--- src/hdl/cel_pkg.sv ---
// ----------------------------------------------------------------------------
// cel_pkg: shared definitions for the C expression lexer
// Token kinds, error codes, the result record and the record that the lexer
// front end hands to the result queue.
// ----------------------------------------------------------------------------
package cel_pkg;

  // Default longest line; columns saturate below it.
  localparam int unsigned MAX_LINE_DEFAULT = 4096;

  // Entries in the result queue between front and back end.
  localparam int unsigned QUEUE_DEPTH = 4;

  // Token kinds.
  localparam logic [2:0] KIND_OP     = 3'd0;
  localparam logic [2:0] KIND_IDENT  = 3'd1;
  localparam logic [2:0] KIND_NUMBER = 3'd2;
  localparam logic [2:0] KIND_STRING = 3'd3;
  localparam logic [2:0] KIND_CHAR   = 3'd4;
  localparam logic [2:0] KIND_ERROR  = 3'd5;
  localparam logic [2:0] KIND_EOL    = 3'd6;

  // Lexical error codes.
  localparam logic [1:0] ERR_NONE     = 2'd0;
  localparam logic [1:0] ERR_OCT_DIG  = 2'd1;
  localparam logic [1:0] ERR_BARE_HEX = 2'd2;
  localparam logic [1:0] ERR_UNTERM   = 2'd3;

  // One result token.
  typedef struct packed {
    logic [2:0]        token_kind;
    logic [23:0]       op_text;
    logic [31:0]       number_value;
    logic signed [7:0] char_value;
    logic [11:0]       token_start;
    logic [11:0]       token_length;
    logic [1:0]        error_code;
    logic              last;
  } result_t;

  // Up to two results produced by one accepted input transaction.
  typedef struct packed {
    logic [1:0] count;
    result_t    first;
    result_t    second;
  } push_t;

  // Builds a result record; the last flag is set by the caller.
  function automatic result_t cel_result(logic [2:0] kind, logic [23:0] op,
                                         logic [31:0] num, logic [7:0] chv,
                                         logic [11:0] start, logic [11:0] len,
                                         logic [1:0] err);
    result_t r;
    r.token_kind   = kind;
    r.op_text      = op;
    r.number_value = num;
    r.char_value   = chv;
    r.token_start  = start;
    r.token_length = len;
    r.error_code   = err;
    r.last         = 1'b0;
    return r;
  endfunction

endpackage

--- src/hdl/cel_if.sv ---
// ----------------------------------------------------------------------------
// cel_if: valid/ready channels of the C expression lexer
// cel_in_if carries one line character, cel_out_if carries one token result.
// ----------------------------------------------------------------------------
interface cel_in_if;
  logic       valid;
  logic       ready;
  logic [7:0] ch;
  logic       line_end;

  modport source (output valid, output ch, output line_end, input ready);
  modport sink   (input valid, input ch, input line_end, output ready);
endinterface

interface cel_out_if;
  logic              valid;
  logic              ready;
  logic [2:0]        token_kind;
  logic [23:0]       op_text;
  logic [31:0]       number_value;
  logic signed [7:0] char_value;
  logic [11:0]       token_start;
  logic [11:0]       token_length;
  logic [1:0]        error_code;
  logic              last;

  modport source (output valid, output token_kind, output op_text, output number_value,
                  output char_value, output token_start, output token_length,
                  output error_code, output last, input ready);
  modport sink   (input valid, input token_kind, input op_text, input number_value,
                  input char_value, input token_start, input token_length,
                  input error_code, input last, output ready);
endinterface

--- src/hdl/cel_front.sv ---
// ----------------------------------------------------------------------------
// cel_front: lexer front end
// Accepts one character transaction per cycle while space_i is high, advances
// the token state machine and produces the zero, one or two results that it causes.
// ----------------------------------------------------------------------------
module cel_front #(
  parameter int unsigned MAX_LINE = cel_pkg::MAX_LINE_DEFAULT
) (
  input  logic           clk_i,
  input  logic           rst_ni,
  cel_in_if.sink         in_i,
  input  logic           space_i,
  output cel_pkg::push_t push_o
);
  import cel_pkg::*;

  // Largest column value that is counted.
  localparam logic [11:0] ColMax = 12'((MAX_LINE - 1) < 4095 ? (MAX_LINE - 1) : 4095);

  typedef enum logic [4:0] {
    ST_INIT, ST_IDENT, ST_NUM0, ST_0X, ST_DEC, ST_OCT, ST_HEX, ST_SUF1, ST_SUF2,
    ST_VBAR, ST_AND, ST_NOT, ST_EQ, ST_LESS, ST_MORE, ST_PLUS, ST_MINUS, ST_SHARP,
    ST_STR, ST_ESC, ST_STRHEX, ST_DOT, ST_DOT2
  } state_e;

  state_e      state_q, state_d;
  logic [31:0] value_q, value_d;
  logic [23:0] pending_q, pending_d;
  logic        quote_q, quote_d;
  logic [7:0]  char_q, char_d;
  logic [11:0] start_q, start_d;
  logic [11:0] len_q, len_d;
  logic [11:0] column_q, column_d;
  logic        drop_q, drop_d;

  logic        accept;
  logic [7:0]  c;
  logic        is_dig, is_alpha, is_hex, is_blank, pair_ok;
  logic [3:0]  hex_val;
  logic [11:0] len_inc;
  logic [31:0] dig_ext, hex_ext;
  state_e      eff;
  logic        redo;
  logic        run_init;
  result_t     res_a, res_b;
  logic [1:0]  n_res;

  assign in_i.ready = space_i;
  assign accept     = in_i.valid && space_i;
  assign c          = in_i.ch;

  // Character classes.
  assign is_dig   = (c >= "0") && (c <= "9");
  assign is_alpha = ((c >= "a") && (c <= "z")) || ((c >= "A") && (c <= "Z")) || (c == "_");
  assign is_hex   = is_dig || ((c >= "a") && (c <= "f")) || ((c >= "A") && (c <= "F"));
  assign hex_val  = is_dig ? c[3:0] : 4'(c[3:0] + 4'd9);
  assign is_blank = (c == " ") || (c == 8'h09) || (c == 8'h0A);
  assign dig_ext  = {28'd0, c[3:0]};
  assign hex_ext  = {28'd0, hex_val};
  assign len_inc  = (len_q < 12'hFFF) ? 12'(len_q + 12'd1) : len_q;

  // Second character that completes a two-character operator.
  always_comb begin
    case (state_q)
      ST_VBAR:          pair_ok = (c == "|");
      ST_AND:           pair_ok = (c == "&");
      ST_NOT, ST_EQ:    pair_ok = (c == "=");
      ST_PLUS:          pair_ok = (c == "+");
      ST_MINUS:         pair_ok = (c == "-");
      ST_SHARP:         pair_ok = (c == "#");
      default:          pair_ok = (c == "=") || (c == pending_q[7:0]);
    endcase
  end

  // Token state machine: one character or end of line per transaction.
  always_comb begin
    state_d   = state_q;
    value_d   = value_q;
    pending_d = pending_q;
    quote_d   = quote_q;
    char_d    = char_q;
    start_d   = start_q;
    len_d     = len_q;
    column_d  = column_q;
    drop_d    = drop_q;
    eff       = state_q;
    redo      = 1'b0;
    run_init  = 1'b0;
    res_a     = '0;
    res_b     = '0;
    n_res     = 2'd0;

    if (accept) begin
      if (in_i.line_end) begin
        // Flush the pending token, then report end of line.
        if (!drop_q) begin
          case (state_q)
            ST_IDENT: begin
              res_a = cel_result(KIND_IDENT, '0, '0, '0, start_q, len_q, ERR_NONE);
              n_res = 2'd1;
            end
            ST_NUM0, ST_OCT, ST_DEC, ST_HEX, ST_SUF1, ST_SUF2: begin
              res_a = cel_result(KIND_NUMBER, '0, value_q, '0, start_q, len_q, ERR_NONE);
              n_res = 2'd1;
            end
            ST_0X: begin
              res_a = cel_result(KIND_ERROR, '0, '0, '0, start_q, len_q, ERR_BARE_HEX);
              n_res = 2'd1;
            end
            ST_STR, ST_ESC, ST_STRHEX: begin
              res_a = cel_result(KIND_ERROR, '0, '0, '0, start_q, len_q, ERR_UNTERM);
              n_res = 2'd1;
            end
            ST_VBAR, ST_AND, ST_NOT, ST_EQ, ST_LESS, ST_MORE, ST_PLUS, ST_MINUS,
            ST_SHARP, ST_DOT, ST_DOT2: begin
              res_a = cel_result(KIND_OP, pending_q, '0, '0, start_q, len_q, ERR_NONE);
              n_res = 2'd1;
            end
            default: ;
          endcase
        end
        if (n_res == 2'd1) begin
          res_b = cel_result(KIND_EOL, '0, '0, '0, column_q, '0, ERR_NONE);
          n_res = 2'd2;
        end else begin
          res_a = cel_result(KIND_EOL, '0, '0, '0, column_q, '0, ERR_NONE);
          n_res = 2'd1;
        end
        state_d  = ST_INIT;
        drop_d   = 1'b0;
        column_d = '0;
        len_d    = '0;
      end else begin
        if (!drop_q) begin
          // A non-hex character after a hex escape is taken up inside the literal.
          if ((state_q == ST_STRHEX) && !is_hex) begin
            eff = ST_STR;
          end
          case (eff)
            ST_INIT: run_init = 1'b1;
            ST_IDENT: begin
              if (is_alpha || is_dig) begin
                len_d = len_inc;
              end else if ((c == "\"") || (c == "'")) begin
                len_d   = len_inc;
                quote_d = (c == "'");
                char_d  = 8'hFF;
                state_d = ST_STR;
              end else begin
                res_a = cel_result(KIND_IDENT, '0, '0, '0, start_q, len_q, ERR_NONE);
                n_res = 2'd1;
                redo  = 1'b1;
              end
            end
            ST_NUM0: begin
              if ((c == "x") || (c == "X")) begin
                len_d   = len_inc;
                state_d = ST_0X;
              end else if ((c >= "0") && (c <= "7")) begin
                len_d   = len_inc;
                value_d = dig_ext;
                state_d = ST_OCT;
              end else if ((c == "8") || (c == "9")) begin
                res_a   = cel_result(KIND_ERROR, '0, '0, '0, start_q, len_inc, ERR_OCT_DIG);
                n_res   = 2'd1;
                drop_d  = 1'b1;
                state_d = ST_INIT;
              end else begin
                res_a = cel_result(KIND_NUMBER, '0, value_q, '0, start_q, len_q, ERR_NONE);
                n_res = 2'd1;
                redo  = 1'b1;
              end
            end
            ST_OCT: begin
              if ((c >= "0") && (c <= "7")) begin
                len_d   = len_inc;
                value_d = {value_q[28:0], 3'd0} + dig_ext;
              end else begin
                res_a = cel_result(KIND_NUMBER, '0, value_q, '0, start_q, len_q, ERR_NONE);
                n_res = 2'd1;
                redo  = 1'b1;
              end
            end
            ST_0X: begin
              if (is_hex) begin
                len_d   = len_inc;
                value_d = hex_ext;
                state_d = ST_HEX;
              end else begin
                res_a   = cel_result(KIND_ERROR, '0, '0, '0, start_q, len_inc, ERR_BARE_HEX);
                n_res   = 2'd1;
                drop_d  = 1'b1;
                state_d = ST_INIT;
              end
            end
            ST_HEX, ST_DEC: begin
              if ((eff == ST_HEX) && is_hex) begin
                len_d   = len_inc;
                value_d = {value_q[27:0], 4'd0} + hex_ext;
              end else if ((eff == ST_DEC) && is_dig) begin
                len_d   = len_inc;
                value_d = {value_q[28:0], 3'd0} + {value_q[30:0], 1'b0} + dig_ext;
              end else if ((c == "u") || (c == "U")) begin
                len_d   = len_inc;
                state_d = ST_SUF1;
              end else if ((c == "l") || (c == "L")) begin
                len_d   = len_inc;
                state_d = ST_SUF2;
              end else begin
                res_a = cel_result(KIND_NUMBER, '0, value_q, '0, start_q, len_q, ERR_NONE);
                n_res = 2'd1;
                redo  = 1'b1;
              end
            end
            ST_SUF1: begin
              if ((c == "l") || (c == "L")) begin
                len_d   = len_inc;
                state_d = ST_SUF2;
              end else begin
                res_a = cel_result(KIND_NUMBER, '0, value_q, '0, start_q, len_q, ERR_NONE);
                n_res = 2'd1;
                redo  = 1'b1;
              end
            end
            ST_SUF2: begin
              if ((c == "l") || (c == "L")) begin
                len_d   = len_inc;
                res_a   = cel_result(KIND_NUMBER, '0, value_q, '0, start_q, len_inc, ERR_NONE);
                n_res   = 2'd1;
                state_d = ST_INIT;
              end else begin
                res_a = cel_result(KIND_NUMBER, '0, value_q, '0, start_q, len_q, ERR_NONE);
                n_res = 2'd1;
                redo  = 1'b1;
              end
            end
            ST_DOT: begin
              if (c == ".") begin
                len_d     = len_inc;
                pending_d = pending_q | {8'd0, 8'h2E, 8'd0};
                state_d   = ST_DOT2;
              end else begin
                res_a = cel_result(KIND_OP, pending_q, '0, '0, start_q, len_q, ERR_NONE);
                n_res = 2'd1;
                redo  = 1'b1;
              end
            end
            ST_DOT2: begin
              len_d     = len_inc;
              pending_d = pending_q | {c, 16'd0};
              res_a     = cel_result(KIND_OP, pending_q | {c, 16'd0}, '0, '0, start_q,
                                     len_inc, ERR_NONE);
              n_res     = 2'd1;
              state_d   = ST_INIT;
            end
            ST_STR: begin
              len_d   = len_inc;
              state_d = ST_STR;
              if (!quote_q) begin
                if (c == "\"") begin
                  res_a   = cel_result(KIND_STRING, '0, '0, '0, start_q, len_inc, ERR_NONE);
                  n_res   = 2'd1;
                  state_d = ST_INIT;
                end else if (c == "\\") begin
                  state_d = ST_ESC;
                end
              end else begin
                if (c == "'") begin
                  res_a   = cel_result(KIND_CHAR, '0, '0, char_q, start_q, len_inc, ERR_NONE);
                  n_res   = 2'd1;
                  state_d = ST_INIT;
                end else if (c == "\\") begin
                  state_d = ST_ESC;
                end else begin
                  char_d = c;
                end
              end
            end
            ST_ESC: begin
              len_d = len_inc;
              if ((c == "x") || (c == "X")) begin
                state_d = ST_STRHEX;
              end else begin
                char_d  = c;
                state_d = ST_STR;
              end
            end
            ST_STRHEX: len_d = len_inc;
            ST_VBAR, ST_AND, ST_NOT, ST_EQ, ST_LESS, ST_MORE, ST_PLUS, ST_MINUS,
            ST_SHARP: begin
              if (pair_ok) begin
                len_d     = len_inc;
                pending_d = pending_q | {8'd0, c, 8'd0};
                res_a     = cel_result(KIND_OP, pending_q | {8'd0, c, 8'd0}, '0, '0,
                                       start_q, len_inc, ERR_NONE);
                n_res     = 2'd1;
                state_d   = ST_INIT;
              end else begin
                res_a = cel_result(KIND_OP, pending_q, '0, '0, start_q, len_q, ERR_NONE);
                n_res = 2'd1;
                redo  = 1'b1;
              end
            end
            default: run_init = 1'b1;
          endcase

          // Start of a new token; also runs for the character that ended the last one.
          if (run_init || redo) begin
            state_d = ST_INIT;
            if (!is_blank) begin
              start_d   = column_q;
              len_d     = 12'd1;
              value_d   = '0;
              char_d    = 8'hFF;
              pending_d = {16'd0, c};
              if (c == "0") begin
                state_d = ST_NUM0;
              end else if ((c >= "1") && (c <= "9")) begin
                value_d = dig_ext;
                state_d = ST_DEC;
              end else if (is_alpha) begin
                state_d = ST_IDENT;
              end else if (c == "\"") begin
                quote_d = 1'b0;
                state_d = ST_STR;
              end else if (c == "'") begin
                quote_d = 1'b1;
                state_d = ST_STR;
              end else if (c == "|") begin
                state_d = ST_VBAR;
              end else if (c == "&") begin
                state_d = ST_AND;
              end else if (c == "!") begin
                state_d = ST_NOT;
              end else if (c == "=") begin
                state_d = ST_EQ;
              end else if (c == "<") begin
                state_d = ST_LESS;
              end else if (c == ">") begin
                state_d = ST_MORE;
              end else if (c == "+") begin
                state_d = ST_PLUS;
              end else if (c == "-") begin
                state_d = ST_MINUS;
              end else if (c == "#") begin
                state_d = ST_SHARP;
              end else if (c == ".") begin
                state_d = ST_DOT;
              end else if (n_res == 2'd0) begin
                res_a = cel_result(KIND_OP, {16'd0, c}, '0, '0, column_q, 12'd1, ERR_NONE);
                n_res = 2'd1;
              end else begin
                res_b = cel_result(KIND_OP, {16'd0, c}, '0, '0, column_q, 12'd1, ERR_NONE);
                n_res = 2'd2;
              end
            end
          end
        end
        column_d = (column_q < ColMax) ? 12'(column_q + 12'd1) : column_q;
      end
    end

    // Mark the final result of this transaction.
    if (n_res == 2'd1) begin
      res_a.last = 1'b1;
    end else if (n_res == 2'd2) begin
      res_b.last = 1'b1;
    end
  end

  assign push_o.count  = n_res;
  assign push_o.first  = res_a;
  assign push_o.second = res_b;

  // Lexer state registers.
  always_ff @(posedge clk_i or negedge rst_ni) begin
    if (!rst_ni) begin
      state_q   <= ST_INIT;
      value_q   <= '0;
      pending_q <= '0;
      quote_q   <= 1'b0;
      char_q    <= 8'hFF;
      start_q   <= '0;
      len_q     <= '0;
      column_q  <= '0;
      drop_q    <= 1'b0;
    end else begin
      state_q   <= state_d;
      value_q   <= value_d;
      pending_q <= pending_d;
      quote_q   <= quote_d;
      char_q    <= char_d;
      start_q   <= start_d;
      len_q     <= len_d;
      column_q  <= column_d;
      drop_q    <= drop_d;
    end
  end

endmodule

--- src/hdl/cel_back.sv ---
// ----------------------------------------------------------------------------
// cel_back: result queue and output channel
// Stores up to two results per cycle from the front end and presents them on
// the output channel one transaction at a time, oldest first.
// ----------------------------------------------------------------------------
module cel_back (
  input  logic           clk_i,
  input  logic           rst_ni,
  input  cel_pkg::push_t push_i,
  output logic           space_o,
  cel_out_if.source      out_o
);
  import cel_pkg::*;

  localparam int unsigned PtrW = $clog2(QUEUE_DEPTH);
  localparam int unsigned CntW = $clog2(QUEUE_DEPTH + 1);

  result_t         entries_q [QUEUE_DEPTH];
  logic [PtrW-1:0] wr_ptr_q, wr_ptr_d;
  logic [PtrW-1:0] rd_ptr_q, rd_ptr_d;
  logic [CntW-1:0] count_q, count_d;
  logic            pop;
  result_t         head;

  // Room for the largest burst one transaction can cause.
  assign space_o = (count_q <= CntW'(QUEUE_DEPTH - 2));
  assign pop     = out_o.valid && out_o.ready;
  assign head    = entries_q[rd_ptr_q];

  // Pointer and fill bookkeeping.
  always_comb begin
    wr_ptr_d = PtrW'(wr_ptr_q + PtrW'(push_i.count));
    rd_ptr_d = pop ? PtrW'(rd_ptr_q + PtrW'(1)) : rd_ptr_q;
    count_d  = CntW'(count_q + CntW'(push_i.count) - CntW'(pop));
  end

  always_ff @(posedge clk_i or negedge rst_ni) begin
    if (!rst_ni) begin
      wr_ptr_q <= '0;
      rd_ptr_q <= '0;
      count_q  <= '0;
    end else begin
      wr_ptr_q <= wr_ptr_d;
      rd_ptr_q <= rd_ptr_d;
      count_q  <= count_d;
    end
  end

  // Result storage.
  always_ff @(posedge clk_i) begin
    if (push_i.count != 2'd0) begin
      entries_q[wr_ptr_q] <= push_i.first;
    end
    if (push_i.count == 2'd2) begin
      entries_q[PtrW'(wr_ptr_q + PtrW'(1))] <= push_i.second;
    end
  end

  // Output channel.
  assign out_o.valid        = (count_q != '0);
  assign out_o.token_kind   = head.token_kind;
  assign out_o.op_text      = head.op_text;
  assign out_o.number_value = head.number_value;
  assign out_o.char_value   = head.char_value;
  assign out_o.token_start  = head.token_start;
  assign out_o.token_length = head.token_length;
  assign out_o.error_code   = head.error_code;
  assign out_o.last         = head.last;

endmodule

--- src/hdl/c_expression_lexer.sv ---
// ----------------------------------------------------------------------------
// c_expression_lexer: streaming tokenizer for C preprocessor expressions
// Feed one character of a line per input transaction on in_i (ch, line_end);
// token results leave on out_o, each flagged last on the final result that
// its input character caused. A character causes zero, one or two results;
// line_end flushes the pending token and then reports end of line.
// Each result is written into the result queue when its character is accepted
// and appears on out_o once the older results ahead of it have left. Throughput:
// one character per cycle, as long as the four-entry result queue has two free
// entries; out_o delivers one result per cycle while out_o.ready is high, so a
// character that closes one token and opens a one-character operator yields
// two output transactions. When out_o stalls, the queue fills and in_i.ready
// drops until room returns; nothing is lost. Reset clears the lexer state, the
// column counter and the queue; in_i.ready is high as soon as reset is released.
// ----------------------------------------------------------------------------
module c_expression_lexer #(
  parameter int unsigned MAX_LINE = cel_pkg::MAX_LINE_DEFAULT
) (
  input  logic      clk_i,
  input  logic      rst_ni,
  cel_in_if.sink    in_i,
  cel_out_if.source out_o
);
  import cel_pkg::*;

  push_t push;
  logic  space;

  // Front end: character classification and token state machine.
  cel_front #(
    .MAX_LINE (MAX_LINE)
  ) u_front (
    .clk_i   (clk_i),
    .rst_ni  (rst_ni),
    .in_i    (in_i),
    .space_i (space),
    .push_o  (push)
  );

  // Back end: result queue and output channel.
  cel_back u_back (
    .clk_i   (clk_i),
    .rst_ni  (rst_ni),
    .push_i  (push),
    .space_o (space),
    .out_o   (out_o)
  );

endmodule
--- src/flat_wrapper.sv ---
// flat-port wrapper written by rule: the top's interface ports become plain ports
module c_expression_lexer_flat import cel_pkg::*;
#(
  parameter int unsigned MAX_LINE = cel_pkg::MAX_LINE_DEFAULT
)
  (clk_i, rst_ni, in_i_valid, in_i_ch, in_i_line_end, in_i_ready, out_o_valid, out_o_token_kind, out_o_op_text, out_o_number_value, out_o_char_value, out_o_token_start, out_o_token_length, out_o_error_code, out_o_last, out_o_ready);
  cel_in_if in_i_i ();
  cel_out_if out_o_i ();
  input  logic clk_i;
  input  logic rst_ni;
  input wire logic [$bits(in_i_i.valid)-1:0] in_i_valid;
  input wire logic [$bits(in_i_i.ch)-1:0] in_i_ch;
  input wire logic [$bits(in_i_i.line_end)-1:0] in_i_line_end;
  output wire logic [$bits(in_i_i.ready)-1:0] in_i_ready;
  output wire logic [$bits(out_o_i.valid)-1:0] out_o_valid;
  output wire logic [$bits(out_o_i.token_kind)-1:0] out_o_token_kind;
  output wire logic [$bits(out_o_i.op_text)-1:0] out_o_op_text;
  output wire logic [$bits(out_o_i.number_value)-1:0] out_o_number_value;
  output wire logic [$bits(out_o_i.char_value)-1:0] out_o_char_value;
  output wire logic [$bits(out_o_i.token_start)-1:0] out_o_token_start;
  output wire logic [$bits(out_o_i.token_length)-1:0] out_o_token_length;
  output wire logic [$bits(out_o_i.error_code)-1:0] out_o_error_code;
  output wire logic [$bits(out_o_i.last)-1:0] out_o_last;
  input wire logic [$bits(out_o_i.ready)-1:0] out_o_ready;
  assign in_i_i.valid = in_i_valid;
  assign in_i_i.ch = in_i_ch;
  assign in_i_i.line_end = in_i_line_end;
  assign in_i_ready = in_i_i.ready;
  assign out_o_valid = out_o_i.valid;
  assign out_o_token_kind = out_o_i.token_kind;
  assign out_o_op_text = out_o_i.op_text;
  assign out_o_number_value = out_o_i.number_value;
  assign out_o_char_value = out_o_i.char_value;
  assign out_o_token_start = out_o_i.token_start;
  assign out_o_token_length = out_o_i.token_length;
  assign out_o_error_code = out_o_i.error_code;
  assign out_o_last = out_o_i.last;
  assign out_o_i.ready = out_o_ready;
  c_expression_lexer #(.MAX_LINE(MAX_LINE)) u_core (.clk_i(clk_i), .rst_ni(rst_ni), .in_i(in_i_i), .out_o(out_o_i));
endmodule
--- config.mk ---
export PLATFORM = sky130hd
export DESIGN_NAME = c_expression_lexer_flat
export DESIGN_NICKNAME = d
export VERILOG_FILES = /design/src/hdl/cel_pkg.sv /design/src/hdl/cel_if.sv /design/src/hdl/cel_front.sv /design/src/hdl/cel_back.sv /design/src/hdl/c_expression_lexer.sv /design/src/flat_wrapper.sv
export SDC_FILE = /design/constraint.sdc
export NUM_CORES = 1
export LEC_CHECK = 0
export CORE_MARGIN = 2
export CORE_UTILIZATION = 55
export CTS_CLUSTER_DIAMETER = 60
export DETAILED_ROUTE_END_ITERATION = 6
export DONT_BUFFER_PORTS = 1
export GPL_TIMING_DRIVEN = 0
export PLACE_DENSITY = 0.8
export SYNTH_ARGS = -nofsm -noshare
export SYNTH_HDL_FRONTEND = slang
export SYNTH_SLANG_ARGS = --single-unit
--- constraint.sdc ---
create_clock -name clk_i -period 5.9 [get_ports clk_i]
set_input_delay 1.18 -clock clk_i [delete_from_list [all_inputs] [get_ports clk_i]]
set_output_delay 1.18 -clock clk_i [all_outputs]
set_load 0.02 [all_outputs]
==> summary by stage <==
Run status
The flow ran to the end, but the final reports show violations. The checks that failed: setup timing.

Global routing
The number of global-route vias before repair is 24,600. The total global routing track utilization is 0.387. The first global-routing pass estimated 150,000 µm of wire. Global routing finished with a remaining overflow of 0. The number of antenna violations at the first check in global routing was 0.

The maximum number of pins on one net before global-route repair is 115.

Synthesis
By area the synthesized netlist is led by sky130_fd_sc_hd__dfxtp_1 (21%), sky130_fd_sc_hd__edfxtp_1 (11%), sky130_fd_sc_hd__dfrtp_1 (9.8%). After synthesis the cells add up to 27,100 µm². After synthesis the netlist holds a flip-flop and latch count of 490. The share of synthesized area in the top cell type comes to 0.207.

Synthesis produced 2,891 cells. The average instance in the mapped netlist occupies 9.37 µm². After synthesis, the share of flip-flops with an asynchronous set or reset is 0.233. The most instantiated flip-flop cell in the synthesis netlist is sky130_fd_sc_hd__dfxtp_1.

The biggest area consumer among synthesized cells is sky130_fd_sc_hd__dfxtp_1. The post-synthesis cell type count is 96. The synthesized net count is 2,978.

The count of yosys warnings during synthesis is 0. The number of flops mapped to enable cells by yosys is 96. The share of the Yosys chip area taken by registers is 0.419.

Routing
The count of nets left with antenna violations once routing finished came out at 0. After detailed routing, the average wire length per cell comes to 27.6 µm. The number of optimization iterations in the first detailed-route pass is 7.

The number of remaining DRC errors is 0. Dividing the detail-routed via count by the number of cells gives 7.11. The iteration-0 DRC count of the detailed router is 4,243. The routed via count is 26,000. The post-detailed-routing wire length is 101,000 µm.

Critical path
At the worst endpoint, the required time is 6.42 ns. Following the worst setup path forward leads to its endpoint at u_core.u_back.entries_q[3][79]$_SDFFE_PP0N_. The most critical setup path has its startpoint at in_i_ch[1]. STA classifies the critical path startpoint as a primary input.

The number of cells on the worst reg-to-reg path is 15. The endpoint arrival time on the critical path is 6.42 ns. The worst setup path is captured at a register. By startpoint and endpoint, the worst setup path is classified as in2reg. The launch instance of the worst register-to-register path is u_core.u_front.state_q[0]$_DFFE_PN0P_. The largest fanout on the critical path is 10. The setup check on the worst reg-to-reg path leaves a slack of 0.46 ns. The worst register-to-register path ends at u_core.u_back.entries_q[3][79]$_SDFFE_PP0N_.

Flow run
The tool flagged a number of max-cap violations equal to 0.

Place
During placement, the flow inserted port buffers numbering 0. Routability-driven placement finished with a final weighted congestion of 1.00. The HPWL reported at the end of detailed placement is 72,800 µm.

STA
The worst pin sits at a relative slew slack of 0.118. Setup repair after global routing left no endpoint under its margin. Dividing the final minimum period by the clock period gives 1.00.

Across all setup checks in the final design, the least slack found is -0.00498 ns. Final hold analysis gives a worst-case slack of 0.272 ns. The maximum clock frequency is 0.169 GHz.

The number of pins with negative max-slew slack in the final report was 0. Setup violations remaining at the end of the flow were counted as 1. The minimum clock period is 5.90 ns. The worst setup skew after layout is 0.0231 ns. The slew at the pin with the worst max-slew slack is 1.30 ns.

The number of failing hold endpoints at the final stage came to 0.

Floorplanning
The height of the die is 226 µm. For this configuration, the core starts out at a cell density of 0.556. The core region is 48,700 µm². The die covers 51,100 µm². The width of the die is 226 µm. Pin placement for this block handled 109 I/O pins. In this run the core area contains 81 standard-cell rows.

Worst hold path
The path class of the lowest-slack min-delay path is in2async.

Layout
In the final layout, the share of cells above drive strength 1 is 0.105. The total number of nets in the final design is 3,036. The synthesis-to-finish area growth is 10.1%.

Clocking
The insertion delay to the later sink of the worst-skew pair is 0.62 ns. For this design, the sink count on the clock tree is 490. After clock tree synthesis, the clock-pin slew on the worst setup and hold paths is 0.07 ns.

TritonCTS built the clock tree. The clock tree synthesis step divided the H-tree into 2 levels. The cell at the root of the clock tree is sky130_fd_sc_hd__clkbuf_16. For this design, the CTS-stage hold fixing added 0 buffers. The maximum number of buffers from clock root to sink is 3. TritonCTS created 50 clock buffers.

Power and ir drop
The design draws 11.4 mW. IR analysis of the VDD net gives a maximum drop of 248 µV. In this run the power density over the cells is 383 nW/µm².

The standby leakage power is 10.8 nW.
per-layer routing:
metal | part of all wire | wire length [µm] | vias up | GRT usage
li1 | - | - | 11000 | -
met1 | 0.38 | 38200 | 12600 | 0.526
met2 | 0.44 | 44000 | 2009 | 0.581
met3 | 0.13 | 12800 | 363 | 0.0837
met4 | 0.058 | 5860 | 0 | 0.206
met5 | 0 | 0 | - | 0
what timing repair did:
item / in CTS / in global routing
resized for setup: 16 / 24
endpoints found under the setup margin: 413 / 326
cloned: 0 / 1
pin swaps: 1 / 2
buffers inserted: 1 / 5
cells by family (layout without fill, tap and decap cells):
logic type | Yosys count | in the layout | share of synthesized area
other cells | 0 | 1 | 0
compound gates | 916 | 916 | 0.238
simple gates | 928 | 929 | 0.155
mux | 100 | 100 | 0.0804
fa+ha+maj | 75 | 75 | 0.0354
flops | 490 | 490 | 0.419
xor+xnor | 79 | 79 | 0.0255
buf+inv | 303 | 402 | 0.0466
synthesized netlist by cell type, types with 38 or more instances:
master / count
sky130_fd_sc_hd__o22ai_1: 65
sky130_fd_sc_hd__a22o_1: 77
sky130_fd_sc_hd__clkbuf_1: 182
sky130_fd_sc_hd__o2bb2ai_1: 45
sky130_fd_sc_hd__a21oi_1: 237
sky130_fd_sc_hd__dfrtp_1: 106
sky130_fd_sc_hd__nor3_1: 49
sky130_fd_sc_hd__buf_2: 38
sky130_fd_sc_hd__o21ai_0: 142
sky130_fd_sc_hd__nor2_1: 209
sky130_fd_sc_hd__xnor2_1: 43
sky130_fd_sc_hd__ha_1: 71
sky130_fd_sc_hd__edfxtp_1: 96
sky130_fd_sc_hd__nand3_1: 132
sky130_fd_sc_hd__nand2_1: 374
sky130_fd_sc_hd__a32o_1: 82
sky130_fd_sc_hd__dfxtp_1: 280
sky130_fd_sc_hd__mux4_2: 94
cell type report:
type / count / area [µm²]
repair buffers: 6 / 45.0
clock buffers: 73 / 1480
fillers: 4061 / 18900
clock inverters: 21 / 214
plain buffers: 266 / 1130
inverters: 36 / 140
diodes: 1 / 2.50
flip-flops and latches: 490 / 11400
multi-input cells: 2099 / 14600
well taps: 664 / 831
flip-flops by register name, indices dropped and copies added, names as in the netlist:
signal                    flops
u_core.u_back.count_q         3
u_core.u_back.entries_q     376
u_core.u_back.rd_ptr_q        2
u_core.u_back.wr_ptr_q        2
u_core.u_front.char_q         8
u_core.u_front.column_q      12
u_core.u_front.drop_q         1
u_core.u_front.len_q         12
u_core.u_front.pending_q     24
u_core.u_front.quote_q        1
u_core.u_front.start_q       12
u_core.u_front.state_q        5
u_core.u_front.value_q       32
worst max-delay path, stage by stage:
cell                        delay (ns)
sky130_fd_sc_hd__clkbuf_2         0.21
sky130_fd_sc_hd__inv_1            0.28
sky130_fd_sc_hd__ha_2             0.37
sky130_fd_sc_hd__or4b_1           0.64
sky130_fd_sc_hd__and4_2           0.35
sky130_fd_sc_hd__or2_2            0.38
sky130_fd_sc_hd__nor2_1           0.25
sky130_fd_sc_hd__a2111o_1         0.20
sky130_fd_sc_hd__buf_6            0.18
sky130_fd_sc_hd__ha_1             0.21
sky130_fd_sc_hd__o2111ai_4        0.22
sky130_fd_sc_hd__and2_1           0.30
sky130_fd_sc_hd__a21oi_1          0.18
sky130_fd_sc_hd__buf_2            0.31
sky130_fd_sc_hd__clkbuf_1         0.73
sky130_fd_sc_hd__nand2_1          0.17
sky130_fd_sc_hd__a21oi_1          0.22
stage by stage:
stage / worst slack [ns] / instances / area (µm²) / TNS, ns / util
2_1_floorplan: 0.289 / 2891 / 27100 / 0 / -
3_3_place_gp: -1.74 / 3555 / 27900 / -414.04 / 0.573
3_5_place_dp: -1.77 / 3555 / 27900 / -417.13 / 0.573
4_1_cts: 0.00702 / 3650 / 29700 / 0 / 0.609
5_1_grt: 0.0141 / 3655 / 29800 / 0 / 0.612
6_report: -0.00498 / 3656 / 29800 / -0.00498 / 0.612
placed cells by master (no fill, tap or decap), types with 45 or more instances in the layout:
cell,instances
sky130_fd_sc_hd__nor2_1,207
sky130_fd_sc_hd__ha_1,70
sky130_fd_sc_hd__mux4_2,94
sky130_fd_sc_hd__a22o_1,77
sky130_fd_sc_hd__a32o_1,82
sky130_fd_sc_hd__o2bb2ai_1,45
sky130_fd_sc_hd__dfxtp_1,280
sky130_fd_sc_hd__o22ai_1,64
sky130_fd_sc_hd__edfxtp_1,96
sky130_fd_sc_hd__a21oi_1,235
sky130_fd_sc_hd__o21ai_0,142
sky130_fd_sc_hd__dfrtp_1,106
sky130_fd_sc_hd__clkbuf_1,190
sky130_fd_sc_hd__nand2_1,371
sky130_fd_sc_hd__nor3_1,49
sky130_fd_sc_hd__clkbuf_16,53
sky130_fd_sc_hd__nand3_1,132
how the worst min path moves through the flow:
stage                                                startpoint                                          end  cells past startpoint
CTS                                                      rst_ni       u_core.u_front.value_q[10]$_DFFE_PN0P_                      0
detailed placement  u_core.u_back.entries_q[3][84]$_SDFFE_PP0N_  u_core.u_back.entries_q[3][84]$_SDFFE_PP0N_                      2
global placement    u_core.u_back.entries_q[0][28]$_SDFFE_PP0P_  u_core.u_back.entries_q[0][28]$_SDFFE_PP0P_                      2
floorplan           u_core.u_back.entries_q[2][13]$_SDFFE_PP0N_  u_core.u_back.entries_q[2][13]$_SDFFE_PP0N_                      1
global route                                             rst_ni       u_core.u_front.value_q[11]$_DFFE_PN0P_                      0
finish                                                   rst_ni       u_core.u_front.value_q[16]$_DFFE_PN0P_                      0
power by group:
| group | switching, mW | internal (mW) | total (mW) |
|---|---|---|---|
| sequential | 0.208 | 3.79 | 4.00 |
| combinational | 2.97 | 1.18 | 4.15 |
| clock | 1.44 | 1.85 | 3.30 |
| total | 4.62 | 6.82 | 11.4 |
(Power assumes the default switching activity.)
